<file path="config.mk">
export PLATFORM = sky130hd
export DESIGN_NAME = clock_motor_homing_controller_core
export DESIGN_NICKNAME = d
export VERILOG_FILES = /design/src/hw/rtl/cmhc_pkg.sv /design/src/hw/rtl/clock_motor_homing_controller_core.sv /design/src/hw/rtl/cmhc_step.sv
export VERILOG_INCLUDE_DIRS = /design/src /design/src/hw/rtl
export SDC_FILE = /design/constraint.sdc
export NUM_CORES = 1
export LEC_CHECK = 0
export BUFFER_PORTS_ARGS = -buffer_cell sky130_fd_sc_hd__buf_2
export CORE_UTILIZATION = 40
export CTS_BUF_LIST = sky130_fd_sc_hd__clkbuf_16
export CTS_CLUSTER_SIZE = 12
export DETAILED_ROUTE_END_ITERATION = 10
export RECOVER_POWER = 25
export SYNTH_ARGS = -nofsm -noshare
export SYNTH_HDL_FRONTEND = slang
export SYNTH_SLANG_ARGS = --single-unit
</file>
<file path="constraint.sdc">
create_clock -name i_clk -period 2.8 [get_ports i_clk]
set_input_delay 0.42 -clock i_clk [delete_from_list [all_inputs] [get_ports i_clk]]
set_output_delay 0.42 -clock i_clk [all_outputs]
set_load 0.01 [all_outputs]
</file>
<file path="src/hw/rtl/assert_macros.svh">
// ----------------------------------------------------------------------------
// assert_macros.svh
// Concurrent assertion shorthands clocked on i_clk, held off during reset.
// ----------------------------------------------------------------------------
`ifndef ASSERT_MACROS_SVH
`define ASSERT_MACROS_SVH

// Check a property at every rising edge outside reset.
`define ASSERT_CLK(label, prop, msg) \
    label: assert property (@(posedge i_clk) disable iff (!i_rst_n) (prop)) \
        else $error(msg);

// Check that an antecedent implies a consequent on the next edge.
`define ASSERT_NEXT(label, ante, cons, msg) \
    label: assert property (@(posedge i_clk) disable iff (!i_rst_n) \
        (ante) |=> (cons)) else $error(msg);

`endif

</file>
<file path="src/hw/rtl/cmhc_pkg.sv">
// ----------------------------------------------------------------------------
// cmhc_pkg
// Types and constants of the clock motor homing controller.
// ----------------------------------------------------------------------------
`default_nettype none

package cmhc_pkg;

    localparam logic [1:0] OP_TICK  = 2'd0;
    localparam logic [1:0] OP_FWD   = 2'd1;
    localparam logic [1:0] OP_BWD   = 2'd2;
    localparam logic [1:0] OP_STOP  = 2'd3;

    localparam logic [2:0] MODE_STOPPED     = 3'd0;
    localparam logic [2:0] MODE_FORWARD     = 3'd1;
    localparam logic [2:0] MODE_BACKWARD    = 3'd2;
    localparam logic [2:0] MODE_CALIBRATING = 3'd3;
    localparam logic [2:0] MODE_FIND        = 3'd4;

    localparam logic [7:0] ALL_SWITCHES      = 8'hFF;
    localparam logic [7:0] HOME_HOUR_PATTERN = 8'h90;
    localparam logic [7:0] HOME_MINUTE_BIT   = 8'h02;
    localparam logic [7:0] HOME_PATTERN      = HOME_HOUR_PATTERN | HOME_MINUTE_BIT;

    localparam logic [7:0] SPEED_RESET = 8'd1;

    typedef struct packed {
        logic [1:0] operation;
        logic [7:0] raw_switch_row;
    } t_in_item;

    typedef struct packed {
        logic       drive_forward;
        logic       drive_reverse;
        logic [2:0] mode_now;
        logic [7:0] change_count;
        logic [7:0] seen_on_mask;
        logic [7:0] seen_off_mask;
    } t_out_item;

    typedef struct packed {
        logic [7:0] switches_now;
        logic [2:0] mode;
        logic [7:0] countdown;
        logic [7:0] seen_on;
        logic [7:0] seen_off;
        logic [7:0] changes;
        logic       fwd_drive;
        logic       rev_drive;
    } t_state;

    localparam t_state STATE_RESET = '{
        switches_now: 8'd0,
        mode:         MODE_CALIBRATING,
        countdown:    8'd1,
        seen_on:      8'd0,
        seen_off:     8'd0,
        changes:      8'd0,
        fwd_drive:    1'b0,
        rev_drive:    1'b0
    };

endpackage

`default_nettype wire

</file>
<file path="src/hw/rtl/clock_motor_homing_controller_core.sv">
// ----------------------------------------------------------------------------
// clock_motor_homing_controller_core
// Clock motor homing controller: mode control, opto tracking, drive pulsing.
// ----------------------------------------------------------------------------
//  channel  | direction | handshake              | payload
//  ---------+-----------+------------------------+---------------------------
//  in       | input     | i_in_valid/o_in_stall  | i_in_data  (t_in_item)
//  out      | output    | o_out_valid/i_out_stall| o_out_data (t_out_item)
//  cfg      | input     | i_cfg_valid/o_cfg_ready| i_cfg_data (speed divider)
//
//  One transaction per cycle sustained unless i_out_stall holds a result;
//  items pass the input register, then state update into the result register.
//  The state update is a single pass through cmhc_step.
//  Synchronous active-low reset; calibration mode, speed divider 1.
//  A stalled result holds; the input register keeps accepting while the
//  result register drains in the same cycle.
// ----------------------------------------------------------------------------
`default_nettype none

module clock_motor_homing_controller_core (
    input  wire logic                 i_clk,
    input  wire logic                 i_rst_n,
    input  wire logic                 i_in_valid,
    output logic                      o_in_stall,
    input  wire cmhc_pkg::t_in_item   i_in_data,
    output logic                      o_out_valid,
    input  wire logic                 i_out_stall,
    output cmhc_pkg::t_out_item       o_out_data,
    input  wire logic                 i_cfg_valid,
    output logic                      o_cfg_ready,
    input  wire logic [7:0]           i_cfg_data
);
    import cmhc_pkg::*;

    `include "assert_macros.svh"

    logic       r_in_valid;
    t_in_item   r_in_data;
    logic       r_out_valid;
    t_out_item  r_out_data;
    t_state     r_state;
    t_state     n_state;
    logic [7:0] r_speed;
    logic       w_adv;

    assign w_adv       = r_in_valid && (!r_out_valid || !i_out_stall);
    assign o_in_stall  = r_in_valid && !w_adv;
    assign o_out_valid = r_out_valid;
    assign o_out_data  = r_out_data;
    assign o_cfg_ready = 1'b1;

    cmhc_step u_step (
        .i_state (r_state),
        .i_item  (r_in_data),
        .i_speed (r_speed),
        .o_state (n_state)
    );

    always_ff @(posedge i_clk) begin
        if (!i_rst_n) begin
            r_in_valid  <= 1'b0;
            r_out_valid <= 1'b0;
            r_state     <= STATE_RESET;
            r_speed     <= SPEED_RESET;
        end else begin
            if (i_cfg_valid) begin
                r_speed <= i_cfg_data;
            end
            if (!o_in_stall) begin
                r_in_valid <= i_in_valid;
            end
            if (w_adv) begin
                r_state     <= n_state;
                r_out_valid <= 1'b1;
            end else if (!i_out_stall) begin
                r_out_valid <= 1'b0;
            end
        end
    end

    always_ff @(posedge i_clk) begin
        if (!o_in_stall && i_in_valid) begin
            r_in_data <= i_in_data;
        end
        if (w_adv) begin
            r_out_data.drive_forward <= n_state.fwd_drive;
            r_out_data.drive_reverse <= n_state.rev_drive;
            r_out_data.mode_now      <= n_state.mode;
            r_out_data.change_count  <= n_state.changes;
            r_out_data.seen_on_mask  <= n_state.seen_on;
            r_out_data.seen_off_mask <= n_state.seen_off;
        end
    end

    `ASSERT_CLK(a_drive_excl, !(r_state.fwd_drive && r_state.rev_drive),
        "both motor drives on")
    `ASSERT_NEXT(a_adv_result, w_adv, r_out_valid,
        "advanced transaction produced no result")
    `ASSERT_NEXT(a_state_hold, !w_adv, $stable(r_state),
        "state changed without a transaction")

endmodule

`default_nettype wire

</file>
<file path="src/hw/rtl/cmhc_step.sv">
// ----------------------------------------------------------------------------
// cmhc_step
// Next-state logic for one command or tick transaction.
// ----------------------------------------------------------------------------
`default_nettype none

module cmhc_step (
    input  wire cmhc_pkg::t_state   i_state,
    input  wire cmhc_pkg::t_in_item i_item,
    input  wire logic [7:0]         i_speed,
    output cmhc_pkg::t_state        o_state
);
    import cmhc_pkg::*;

    logic [7:0] w_sw;
    logic [7:0] w_seen_on;
    logic [7:0] w_seen_off;
    logic [7:0] w_cd_dec;
    logic       w_pulse;

    assign w_sw       = ~i_item.raw_switch_row;
    assign w_seen_on  = i_state.seen_on | w_sw;
    assign w_seen_off = i_state.seen_off | ~w_sw;
    assign w_pulse    = (i_state.countdown == i_speed);
    assign w_cd_dec   = i_state.countdown - 8'd1;

    always_comb begin
        o_state = i_state;
        unique case (i_item.operation)
            OP_TICK: begin
                o_state.switches_now = w_sw;
                o_state.seen_on      = w_seen_on;
                o_state.seen_off     = w_seen_off;
                if (w_sw != i_state.switches_now) begin
                    o_state.changes = i_state.changes + 8'd1;
                end
                o_state.countdown = (w_cd_dec == 8'd0) ? i_speed : w_cd_dec;
                unique case (i_state.mode)
                    MODE_FORWARD: begin
                        o_state.fwd_drive = w_pulse;
                        o_state.rev_drive = 1'b0;
                    end
                    MODE_BACKWARD: begin
                        o_state.fwd_drive = 1'b0;
                        o_state.rev_drive = w_pulse;
                    end
                    MODE_CALIBRATING: begin
                        if ((w_seen_on & w_seen_off) == ALL_SWITCHES) begin
                            o_state.mode = MODE_FIND;
                        end else begin
                            o_state.fwd_drive = 1'b1;
                            o_state.rev_drive = 1'b0;
                        end
                    end
                    MODE_FIND: begin
                        o_state.fwd_drive = 1'b0;
                        if (w_sw == HOME_PATTERN) begin
                            o_state.mode      = MODE_STOPPED;
                            o_state.rev_drive = 1'b0;
                        end else begin
                            o_state.rev_drive = w_pulse;
                        end
                    end
                    default: begin
                        o_state.fwd_drive = 1'b0;
                        o_state.rev_drive = 1'b0;
                    end
                endcase
            end
            OP_FWD:  o_state.mode = MODE_FORWARD;
            OP_BWD:  o_state.mode = MODE_BACKWARD;
            default: o_state.mode = MODE_STOPPED;
        endcase
    end

endmodule

`default_nettype wire
</file>
# Word level (Yosys, flattened, before mapping)
# Index checks and enable logic that the tools add are counted.
[totals] reg_bits=94 inputBits=23 elab_cells=60
[classes] add_sub_neg=2 eq_ne=11 muxes=12 bitwise_logic=5 reduce_logical=11
[ops] cell="$mux W26" n=1
[ops] cell="$eq A8 B8 Y1 const B" n=2
[ops] cell="$mux W8" n=2
[ops] cell="$not A8 Y8" n=2
[ops] cell="$or A8 B8 Y8" n=2
[ops] cell="$pmux W3 S3" n=1
[ops] cell="$add A8 B1 Y8 const B" n=1
[ops] cell="$and A8 B8 Y8" n=1
[ops] cell="$eq A8 B8 Y1" n=1
[ops] cell="$logic_not A8 Y1" n=1
[ops] cell="$ne A8 B8 Y1" n=1
[ops] cell="$pmux W2 S4" n=1
[ops] cell="$sub A8 B1 Y8 const B" n=1
[ops] cell="$eq A3 B2 Y1 const B" n=2
[ops] cell="$mux W3" n=2
[ops] cell="$pmux W3 S2" n=1
[ops] cell="$logic_not A1 Y1" n=4
[ops] cell="$eq A3 B1 Y1 const B" n=1
[ops] cell="$eq A3 B3 Y1 const B" n=1
[ops] cell="$logic_and A1 B1 Y1" n=3
[ops] cell="$mux W1" n=3
[ops] cell="$eq A2 B1 Y1 const B" n=1
[ops] cell="$eq A2 B2 Y1 const B" n=1
[ops] cell="$logic_not A2 Y1" n=1
[ops] cell="4 further kinds" n=4

# Longest topological paths before layout
[logic_depth] depth_word=8 mapped_depth=7 ltp_nobuf=7

# Modules after synthesis
# From an unflattened synthesis, not the netlist that was laid out.
[unflattened] cells_unflattened=454 area_unflattened_um2=4584.4
[modules_own_cells] module="clock_motor_homing_controller_core" n_inst=1 cells_per_inst=270 area_each_um2=3423.3
[modules_own_cells] module="cmhc_step" n_inst=1 cells_per_inst=184 area_each_um2=1161.1

# Least setup slack after synthesis
# No wires, ideal clock.
[synth_timing] kind="input to register" start="input i_out_stall" end="register r_state[30] (netlist bit)" arrival_time_ps=2166 path_slack_ps=564 cell_stages=6 cell_sequence="a21bo_2 clkinv_1 nand2_1 nor2_1 mux2_2 a21oi_1"
[synth_between] elab_chain_len=4
[synth_rtl] element="start, declared" line_no="clock_motor_homing_controller_core.sv:27" source="input wire logic i_out_stall,"
[synth_rtl] element="$logic_not A1 Y1"
[synth_rtl] element="$logic_or A1 B1 Y1" line_no="clock_motor_homing_controller_core.sv:46" source="assign w_adv = r_in_valid && (!r_out_valid || !i_out_stall);"
[synth_rtl] element="$logic_and A1 B1 Y1" line_no="clock_motor_homing_controller_core.sv:46"
[synth_rtl] element="via w_adv" line_no="clock_motor_homing_controller_core.sv:44" source="logic w_adv;"
[synth_rtl] element="$reduce_and A2 Y1 (no source line)"
[synth_rtl] element="end signal, assigned" line_no="clock_motor_homing_controller_core.sv:73" source="r_state <= n_state;"
[synth_rtl] element="end, declared" line_no="clock_motor_homing_controller_core.sv:41" source="t_state r_state;"
# The timed path passes the listed nets, and every way through them passes these cells.
# A chain may end at the register's enable or synchronous reset.

# Worst setup path in the final report
[layout_timing] start="register r_state[26] (netlist bit)" end="register r_state[26] (netlist bit)"
[layout_between] elab_chain_len=3
[layout_rtl] element="$sub A8 B1 Y8 *" line_no="cmhc_step.sv:25" source="assign w_cd_dec = i_state.countdown - 8'd1;"
[layout_rtl] element="$logic_not A8 Y1" line_no="cmhc_step.sv:37" source="o_state.countdown = (w_cd_dec == 8'd0) ? i_speed : w_cd_dec;"
[layout_rtl] element="$mux W8 *" line_no="cmhc_step.sv:37"
# Every way passes the cells marked *; elsewhere a longest branch is shown, timed or not.

==> results.md <==
- The total via count in the routed design is 3000.
- The biggest area contributor in the post-synthesis netlist is edfxtp_1.
- The clock net sink count is 94.
- The number of antenna diodes in the final layout is 0.
- Buffers added to address setup during post-CTS repair amount to 0.
- The part of the total power dissipated in sequential elements is 0.527.
- The path class of the lowest-slack min-delay path is input pin to register.
- The number of CTS-inserted buffers is 9.
- Wires add up to 8.675 mm.
- The first global-routing pass estimated 13.83 mm of wire.
- After floorplanning, the core was sized to cover 9864 µm².
- The number of search-and-repair iterations in the first detailed-routing pass is 4.
- The endpoint type of the worst setup path is a register.
- For this run, the total global-route usage over all layers was measured as 0.1744.
- The fraction of the cycle the final worst path needs is 0.8048.
- The count of unresolved DRC violations after routing is 0.
- Summed over all cells, the static leakage comes to 1.907 nW.
- When the netlist entered floorplanning its net count stood at 416.
- Across the run, the number of max-cap violations was 0.
- The analysis attributes to net switching a power of 0.0006558 W.
- The number of H-tree levels is 3.
- The leftover overflow at the end of global routing is 0.
- The die width is 103.1 µm.
- The most common cell after layout, fill and taps aside is dfxtp_1.
- The die covers 10630 µm².
- After detailed placement, the design holds a cell count of 558.
- TritonCTS built the clock tree.
- The number of synthesized flops with an enable pin is 39.
- For the finished layout, the period the worst path requires is 2254 ps.
- The start-to-end type of the worst setup path is register to register.
- Summing all multi-input logic gate instances after layout gives 1675 µm².
- The number of buffers inserted by port buffering is 53.
- The cell count after synthesis came out at 390.
- For this run, the register share of the synthesized area comes to 0.5555.
- In this run the remaining antenna-violating nets after routing total 0.
- The via count of the first global-routing pass is 2746.
- The total of flip-flops plus latches after synthesis is 94.
- The total number of yosys warnings is 0.
- Setup repair after global routing left no endpoint under its margin.
- Across all hold checks on the routed design, the worst slack comes to 260.0 ps.
- The synthesized area per cell is 10.49 µm².
- The post-layout net count is 462.
- For this design, the CTS-stage hold fixing added 0 buffers.
- The number of placement rows is 36.
- Of the cells placed in the final design, the portion with a size suffix greater than 1 is 0.1633.
- After detailed routing, the average wire length per cell comes to 15.11 µm.
- 55 I/O pins were placed.
- Of the total power, the clock network draws 0.402.
- The proportion of netlist area held by the largest area contributor is 0.2863.
- The type of element launching the critical path is a register.
- Clock skew on the completed layout was measured at 7.247 ps.
- Overall power consumption after layout is estimated at 0.002895 W.
- For the worst-skew pair, the clock arrives at the later sink with an insertion delay of 330 ps.
- The highest achievable clock rate is 443.8 MHz.
- The maximum count of clock buffers along a single path is 2.
- The number of hold violations in the final report is 0.
- The number of different library cells in the post-synthesis netlist is 53.
- For this design the ratio of total power to cell area is 612.2 nW/µm².
- The starting density of the core is 0.4146.
- The logic gate share of total power is 0.071.
- Adding up every negative setup slack in the final design gives 0 ps.
- The share of flip-flops with an asynchronous set or reset after synthesis is 0.
- The post-CTS clock slew at the launch and capture registers of the worst setup and hold paths is 60 ps.
- The congestion estimate from routability-driven global placement came to 0.7926.
- Data on the critical path is required at its endpoint by 2960 ps.
- Measured along the y axis, the die boundary spans 103.1 µm.
- The pin count of the biggest net entering global routing is 42.
- The run finished with clean final reports.
- Summing all flip-flop and latch instances after layout gives 2272 µm².
- Once detailed placement completed, the half-perimeter wirelength came to 5.767 mm.
- The library cells used most frequently in the layout, excluding fill and tap cells, are dfxtp_1, nor2_1, buf_2.
- The number of pins exceeding their max-slew limit in the final report is 0.
- At the pin with the least slew margin, the transition time is 1360 ps.
- VDD sags by at most 0.0003396 V.
- The number of DRC markers after the initial detailed-route iteration is 116.
- The tree is rooted in a clkbuf_16.
- The fill cell instance count of the final layout is 918.
- The count of cells resized by post-cts repair is 0.
- The maximum fanout along the worst path is 9.
- The most used flip-flop cell after synthesis is dfxtp_1.
- The internal portion of the total power is 0.002239 W.
- In this run the tightest slew margin relative to its limit is 0.09345.
- The routed via count divided by cell count is 5.226.
- The switching part of the total is 0.2265.
- The initial antenna violation count came to 0.
- The final number of setup-violating endpoints is 0.
- The arrival time of data at the critical path endpoint is 2420 ps.
- Sorting the synthesized cells by area gives the leading types as edfxtp_1, dfxtp_1, mux2i_1, nor2_1, xor2_1.
- Relative to the synthesized area, the layout overhead comes to 15.63%.
- The number of cells in the finished layout apart from fillers is 574.
- The mapped netlist covers 4090 µm².
- The end-of-flow core utilization is 0.4795.
cell usage after synthesis, types with 2 or more instances:
library cell and instances:
nand4_1 9, buf_2 8, ha_1 3, clkbuf_1 13
nor3_1 3, o21ai_0 18, a31oi_1 2, edfxtp_1 39
a21o_1 9, a211oi_1 8, nand3_1 8, mux2i_1 18
o21a_1 7, nand2b_1 2, nor2b_1 3, nor4_1 4
clkinv_1 2, o211a_1 3, nand2_1 27, inv_1 4
and3_1 3, a21oi_1 25, xnor2_1 10, o31a_1 2
xor2_1 15, or4_1 2, a21bo_2 2, o31ai_1 3
nor2_1 47, a31o_2 4, buf_1 4, dfxtp_1 55
o21bai_1 8
flip-flops by register name, summed over array words and instances (netlist names):
signal and cells:
r_state 45, o_out_data 29, r_in_data 10, r_speed 8, o_out_valid 1, r_in_valid 1
stage by stage:
step	instance area, µm²	setup WS [ps]
2_1_floorplan	4090	564.4
3_3_place_gp	4469	650.3
3_5_place_dp	4469	582.4
4_1_cts	4751	574.1
5_1_grt	4730	391.2
6_report	4730	546.5
layer usage:
metal	global-route usage	vias to the layer above	routed length, µm
li1	-	1486	-
met1	0.2399	1436	4280
met2	0.2744	71	3936
met3	0.03390	7	351
met4	0.06176	0	108
met5	0	-	0
power groups by stage:
| stage | Combinational, W | Sequential (W) | Clock [W] |
|---|---|---|---|
| after global routing | 0.000229 | 0.00153 | 0.00125 |
| after floorplan | 0.000142 | 0.00154 | 0 |
| after global placement | 0.000208 | 0.00155 | 0 |
| final | 0.000206 | 0.00153 | 0.00116 |
| after CTS | 0.000212 | 0.00152 | 0.00118 |
| after detailed placement | 0.000211 | 0.00155 | 0 |
logic make-up (layout without fill, tap and decap cells):
group / Yosys count / count (layout) / synth area share
AND/OR/NAND/NOR: 118 / 118 / 0.1419
adder cells (fa/ha/maj): 3 / 3 / 0.009178
AO/OA/AOI/OAI: 97 / 97 / 0.1566
XOR/XNOR: 25 / 25 / 0.05353
flip-flops: 94 / 94 / 0.5555
other: 1 / 1 / 0.0009168
multiplexers: 19 / 19 / 0.04680
buffers and inverters: 33 / 84 / 0.03549
final timing paths:
check	from	end	slack [ps]	depth (start not counted)
setup / recovery	r_state[26]$_SDFFE_PN1P_	r_state[26]$_SDFFE_PN1P_	550	7
hold / removal	i_in_data[6]	r_in_data[6]$_DFFE_PP_	260	1
setup reg to reg	r_state[26]$_SDFFE_PN1P_	r_state[26]$_SDFFE_PN1P_	550	7
hold reg to reg	r_in_valid$_SDFFE_PN0N_	o_out_valid$_SDFFE_PN0P_	480	2
area by class of cell:
type	count	share of cell area
Clock buffer	9	0.04762
Clock inverter	7	0.01190
Inverter	6	0.004762
Multi-Input combinational cell	263	0.3542
Sequential cell	94	0.4804
Tap cell	133	0.03519
Timing Repair Buffer	62	0.06587
worst max-delay path: stages, from the launching register on:
cell     delay (ps)
dfxtp_1         390
inv_1            90
ha_1            200
or3b_4          420
o31a_1          290
nor3_4          390
mux2i_1         230
o21ai_1          70
No activity file was read; power rests on OpenSTA's default activity.
